**src/ttn_pkg.sv**
```systemverilog
// Package for the tick to nanosecond converter.
// Holds the shared widths and constants; depends on nothing.
`default_nettype none
package ttn_pkg;
    localparam int          WORD_W       = 64;
    localparam int          SHIFT_W      = 5;
    localparam int          MSB_W        = 7;
    localparam int          REM_TOP_BIT  = 33;
    localparam int          REM_W        = REM_TOP_BIT + 1;
    localparam logic [63:0] NS_PER_SEC   = 64'd1000000000;
    localparam logic [63:0] FREQ_RESET   = 64'd1000000000;
endpackage
`default_nettype wire

```
**src/ttn_mid.sv**
```systemverilog
// Three stages between the two dividers: remainder scaling and the
// whole-second product. Depends on ttn_pkg.
`default_nettype none
module ttn_mid
    import ttn_pkg::*;
(
    input  wire logic              clk,
    input  wire logic              rst_n,
    input  wire logic              en,
    input  wire logic              in_valid,
    input  wire logic [WORD_W-1:0] whole,
    input  wire logic [WORD_W-1:0] rem,
    input  wire logic [WORD_W-1:0] freq,
    input  wire logic              zero,
    output logic                   out_valid,
    output logic [WORD_W-1:0]      prod,
    output logic [WORD_W-1:0]      freq_shifted,
    output logic [WORD_W-1:0]      part,
    output logic                   out_zero
);
    logic [2:0]        valid_reg;
    logic [WORD_W-1:0] p_lo_reg, rem1_reg, freq1_reg;
    logic [31:0]       p_hi_reg;
    logic [SHIFT_W-1:0] sh_reg;
    logic              zero1_reg, zero2_reg, zero3_reg;
    logic [WORD_W-1:0] part2_reg, freq2_reg, part3_reg, freq3_reg, prod3_reg;
    logic [REM_W-1:0]  rs2_reg;
    logic [MSB_W-1:0]  msb;
    logic [SHIFT_W-1:0] sh_next;
    logic [WORD_W-1:0] rs_full;

    // Highest set bit of the remainder; zero gives a shift of zero anyway.
    always_comb
    begin
        msb = '0;
        for (int i = 0; i < WORD_W; i++)
        begin
            if (rem[i])
            begin
                msb = MSB_W'(i);
            end
        end
        sh_next = (msb > MSB_W'(REM_TOP_BIT)) ? SHIFT_W'(msb - MSB_W'(REM_TOP_BIT)) : '0;
        rs_full = rem1_reg >> sh_reg;
    end

    always_ff @(posedge clk or negedge rst_n)
    begin
        if (!rst_n)
        begin
            valid_reg <= '0;
        end
        else if (en)
        begin
            valid_reg <= {valid_reg[1:0], in_valid};
        end
    end

    always_ff @(posedge clk)
    begin
        if (en)
        begin
            p_lo_reg  <= WORD_W'(whole[31:0]) * NS_PER_SEC;
            p_hi_reg  <= 32'(whole[63:32] * NS_PER_SEC[31:0]);
            sh_reg    <= sh_next;
            rem1_reg  <= rem;
            freq1_reg <= freq;
            zero1_reg <= zero;

            part2_reg <= p_lo_reg + {p_hi_reg, 32'b0};
            rs2_reg   <= rs_full[REM_W-1:0];
            freq2_reg <= freq1_reg >> sh_reg;
            zero2_reg <= zero1_reg;

            prod3_reg <= WORD_W'(rs2_reg) * NS_PER_SEC;
            freq3_reg <= freq2_reg;
            part3_reg <= part2_reg;
            zero3_reg <= zero2_reg;
        end
    end

    assign out_valid    = valid_reg[2];
    assign prod         = prod3_reg;
    assign freq_shifted = freq3_reg;
    assign part         = part3_reg;
    assign out_zero     = zero3_reg;
endmodule
`default_nettype wire

```
**config.mk**
```make
export PLATFORM = sky130hd
export DESIGN_NAME = ttn_mid
export DESIGN_NICKNAME = d
export VERILOG_FILES = /design/src/ttn_pkg.sv /design/src/ttn_mid.sv
export SDC_FILE = /design/constraint.sdc
export NUM_CORES = 2
export LEC_CHECK = 0
export BUFFER_PORTS_ARGS = -buffer_cell sky130_fd_sc_hd__buf_2
export CAP_MARGIN = 40
export CORE_MARGIN = 4
export CORE_UTILIZATION = 60
export DETAILED_ROUTE_END_ITERATION = 8
export PLACE_DENSITY_LB_ADDON = 0.05
export REMOVE_ABC_BUFFERS = 1
export SYNTH_ARGS = -nofsm -noshare
export SYNTH_HDL_FRONTEND = slang
export SYNTH_SLANG_ARGS = --single-unit
export TNS_END_PERCENT = 20
```
**constraint.sdc**
```tcl
create_clock -name clk -period 8.5 [get_ports clk]
set_input_delay 1.7 -clock clk [delete_from_list [all_inputs] [get_ports clk]]
set_output_delay 1.7 -clock clk [all_outputs]
set_load 0.02 [all_outputs]
```
# Yosys cells after proc, flatten, opt, wreduce, memory -nomap -nowiden
# Cells that the tools add are included.
# op_classes
n_addsub,2
multipliers,3
n_lt_le_gt_ge,1
shifts,2
muxes,63
# op_table
operator,count
two-way mux 7 bit,61
adder 62 x 64 -> 64 bit,1
>> shifter 64 x 5 -> 34 bit,1
>> shifter 64 x 5 -> 64 bit,1
multiplier 34 x 21 -> 55 bit (second input constant),1
multiplier 32 x 21 -> 53 bit (second input constant),1
multiplier 32 x 21 -> 23 bit (second input constant),1
> comparator 7 x 6 -> 1 bit (second input constant),1
subtractor 5 x 1 -> 5 bit (second input constant),1
two-way mux 2 bit,1
two-way mux 1 bit,1
# totals
register_bits,560
inputBits,197
output_inout_bits,194
word_cells,86

# Logic depth before layout (Yosys ltp)
# logic_depth
word_depth,64
depth_mapped,26
mapped_depth_nobuf,26

# Least setup slack after synthesis
# Ideal clock, no wire load.
# synth_path
kind,input-to-reg
startpoint,in whole[0]
endpoint,reg p_lo_reg[59] (data pin)
setup_ns,0.258
arrival_time_ns,7.508
t_required_ns,8.242
setup_slack_ns,0.734
path_stages,22
path_buffers,0
path_cell_list,fa_1 > fa_1 > fa_1 > inv_1 > fa_1 > fa_1 > inv_1 > fa_1 > fa_1 > ha_1 > a21o_1 > a21o_1 > a2111oi_0 > o21ai_1 > o211ai_1 > nand3_1 > a21oi_1 > o31ai_1 > o21ai_2 > o2111ai_1 > a21oi_1 > xnor2_1
# synth_between
elab_chain_len,1
# synth_rtl
item,line_no,source
from (decl),ttn_mid.sv:11,"input wire logic [WORD_W-1:0] whole,"
multiplier 32 x 21 -> 53 bit,ttn_mid.sv:63,p_lo_reg <= WORD_W'(whole[31:0]) * NS_PER_SEC;
to (signal assigned),ttn_mid.sv:63,
to (decl),ttn_mid.sv:22,"logic [WORD_W-1:0] p_lo_reg, rem1_reg, freq1_reg;"
# No other way between the ends.
# A chain may end at the register's enable or synchronous reset.

# Final worst setup path
# layout_path
startpoint,in whole[4]
endpoint,reg p_lo_reg[61] (data pin)
# The elaborated chain is that of the path after synthesis.

==> out/results.ini <==
[cts]
cts_tree = done
post_cts_resized = 0
cts_hold_buf = 0
post-cts-setup-buffers = 0
h-tree-depth = 2
cts_made_buffers = 61
clkSinkCount = 542
clock_latency_ns = 0.68
clockBufferDepth = 3
clkTransAtPathRegs_ns = 0.06
cts-root-buf = clkbuf_16

[timing]
grt_setup_unrepaired = false
setup_viol_count_final = 0
period_share = 0.931
worstMarginPinSlew_ns = 0.898
maxSlewViolCount = 0
slew_headroom = 0.402
finClkSkew_ns = 0.0558
timing.hold.ws_ns = 0.411
max_freq_mhz = 126
hold_violations = 0
min_period_ns = 7.91

[worst_setup_path]
worstPathMaxFanout = 5
startpoint_type = input pin
crit_chain = buf_2, buf_12, fa_1, inv_1, fa_1, fa_1, fa_1, fa_1, inv_1, fa_1, fa_1, ha_1, o21a_1, o21ai_0, a211oi_1, o211ai_1, nand3_1, a21oi_1, buf_4, o31ai_1, o21ai_2, o311ai_1, a21oi_1, xnor2_1
cp.arrival_ns = 8.34
crit_top_cell = fa_1
critPathTopFamily = adder cells
critical_path_required_ns = 8.93
max_stage_delay_ns = 0.54
slowest_stage = fa_1
cp_num_buf_inv = 5
worstSetupPathType = in2reg
rrSetupSlack_ns = 1.02
end_kind = register

[cells_and_area]
syn_to_final_growth_pct = 11.0
regArea_um2 = 16300
drive_above_1_share = 0.132
multi_input_area_um2 = 34600
nets = 6888
fin_cells = 6609
fillers = 7138

[floorplanning]
dieArea_um2 = 97500
rows = 111
core_um2 = 91800
die_width_um = 312
start_util = 0.605
die_h_um = 312
io_pins = 391

[logic_synthesis]
syn_avg_cell_area_um2 = 11.4
synth_edf_count = 539
yosysSeqAreaShare = 0.293
ys_warn_count = 0
synth.distinct_cells = 81
ys.flop_type = edfxtp_1
syn_area_um2 = 55500
synthArstFlopShare = 0.00554
synthCells = 4852
yosys_register_bits = 542

[route]
highest_layer = met5
route.met3.wl_um = 9620
drtIter0Drc = 2194
dr.pass1.iters = 5
wl_met2_um = 61600
wl_um = 129000
antenna_left = 0
viasPerCell = 5.38
dr_total_vias = 35558
post_drt_wl_per_cell_um = 19.5
m1WireLength_um = 53600
remaining_drc_errors = 0

[global_routing]
first_global_vias = 36773
grt_start_max_net_pins = 143
antenna_found_initial = 45
grtUsageTotal = 0.270
grt_first_pass_wirelength_um = 204000
overflow = 0

[min_path]
hp-class = reg2reg

[run_status]
status = finished, final reports clean

[run]
max_cap_viol_count = 0

[placed_design]
dpl.hpwl_um = 108000
gp_congestion = 0.924
port_buffers = 363
placed_cells = 6467

[cell families after synthesis]
| logic type | after synthesis | synth area share |
|---|---|---|
| AO/OA/AOI/OAI | 556 | 0.0638 |
| multiplexers | 246 | 0.0640 |
| XOR/XNOR | 151 | 0.0238 |
| flip-flops | 542 | 0.293 |
| AND/OR/NAND/NOR | 708 | 0.0548 |
| adder cells (fa/ha/maj) | 1404 | 0.415 |
| buffers and inverters | 1244 | 0.0853 |
| other | 1 | 0.0000675 |
[area by class of cell]
type                            count  share of cell area
Inverter                         1134              0.0691
Antenna cell                       26             0.00106
Tap cell                         1243              0.0252
Clock buffer                       70              0.0253
Multi-Input combinational cell   3083               0.561
Timing Repair Buffer              465              0.0442
Sequential cell                   542               0.264
Clock inverter                     46              0.0100
[cells in the mapped netlist (12+ instances only)]
| library cell | instances | area (µm²) |
|---|---|---|
| inv_1 | 1132 | 4250 |
| nand2_1 | 346 | 1300 |
| a21oi_1 | 163 | 816 |
| buf_4 | 18 | 135 |
| a211oi_1 | 35 | 263 |
| mux4_2 | 85 | 1910 |
| nand2b_1 | 15 | 93.8 |
| or3_1 | 12 | 75.1 |
| clkbuf_1 | 61 | 229 |
| nor3_1 | 29 | 145 |
| o21ai_0 | 96 | 480 |
| mux2i_1 | 140 | 1400 |
| nand3_1 | 26 | 130 |
| o211ai_1 | 21 | 158 |
| and3_1 | 17 | 106 |
| nor2b_1 | 15 | 93.8 |
| o21bai_1 | 27 | 203 |
| ha_1 | 671 | 8400 |
| a21o_1 | 47 | 353 |
| fa_1 | 733 | 14700 |
| xor2_1 | 29 | 254 |
| mux2_2 | 21 | 236 |
| o21a_1 | 32 | 240 |
| o21ai_1 | 26 | 130 |
| xnor2_1 | 122 | 1070 |
| edfxtp_1 | 539 | 16200 |
| a31oi_1 | 30 | 188 |
| buf_1 | 30 | 113 |
| nor2_1 | 194 | 728 |
[metal layers]
metal,up-vias,track usage
met5,-,0
met4,24,0.0702
met3,199,0.0692
met2,928,0.448
met1,17524,0.359
li1,16883,-
[worst register-to-register path: stages, from the launching register on]
cell and delay [ns]:
edfxtp_1 0.64, ha_1 0.40, inv_1 0.11, fa_1 0.55, inv_1 0.06, fa_1 0.48
fa_1 0.59, inv_1 0.07, fa_1 0.48, inv_1 0.05, fa_1 0.45, fa_1 0.42
ha_1 0.27, or3_4 0.39, o311a_1 0.41, a31oi_4 0.30, a31oi_4 0.17, o21ai_4 0.25
o21ai_2 0.13, or4_1 0.44, o2111ai_2 0.14, and2b_1 0.20, o21ai_1 0.08, a31oi_1 0.20
[layout by cell type, fill, tap and decap left out, types with 10 or more instances in the layout]
cell	n
nand2_1	346
conb_1	18
mux4_2	85
edfxtp_1	539
o211ai_1	21
fa_1	733
nand2b_1	15
nor3_1	29
inv_1	1132
xor2_1	29
o22ai_1	11
clkbuf_16	61
nor4_1	11
o21ai_0	96
or3_1	12
clkinv_2	14
bufinv_16	10
mux2i_1	140
nor2b_1	15
a211oi_1	35
nand3_1	26
xnor2_1	122
buf_4	93
ha_1	671
o21ai_1	26
o21a_1	32
mux2_2	21
diode_2	26
buf_2	362
nor2_1	194
a21oi_1	163
a21o_1	47
o31ai_1	11
a31oi_1	30
and3_1	17
o21bai_1	27
[path summary, 6_finish.rpt]
| path | start | endpoint | cells after the start |
|---|---|---|---|
| setup / recovery | whole[4] | p_lo_reg[61] | 24 |
| max in group asynchronous | rst_n | valid_reg[2] | 1 |
| hold reg to reg | part2_reg[31] | part[31] | 0 |
| min in group asynchronous | rst_n | valid_reg[0] | 1 |
| setup reg to reg | rs2_reg[12] | prod[62] | 23 |
| hold / removal | part2_reg[31] | part[31] | 0 |
[per-stage QoR]
step	setup slack (ns)	TNS (ns)	instance area, µm²	util
after floorplan	0.734	0	55100	-
after global placement	-0.104	-0.221	59300	0.646
after detailed placement	-0.139	-0.354	59400	0.647
after CTS	0.608	0	61600	0.671
after global routing	0.176	0	61600	0.671
final	0.586	0	61600	0.671
Power is not shown: default switching activity piles up to over one toggle a cycle in this logic, so the estimate is an artifact.
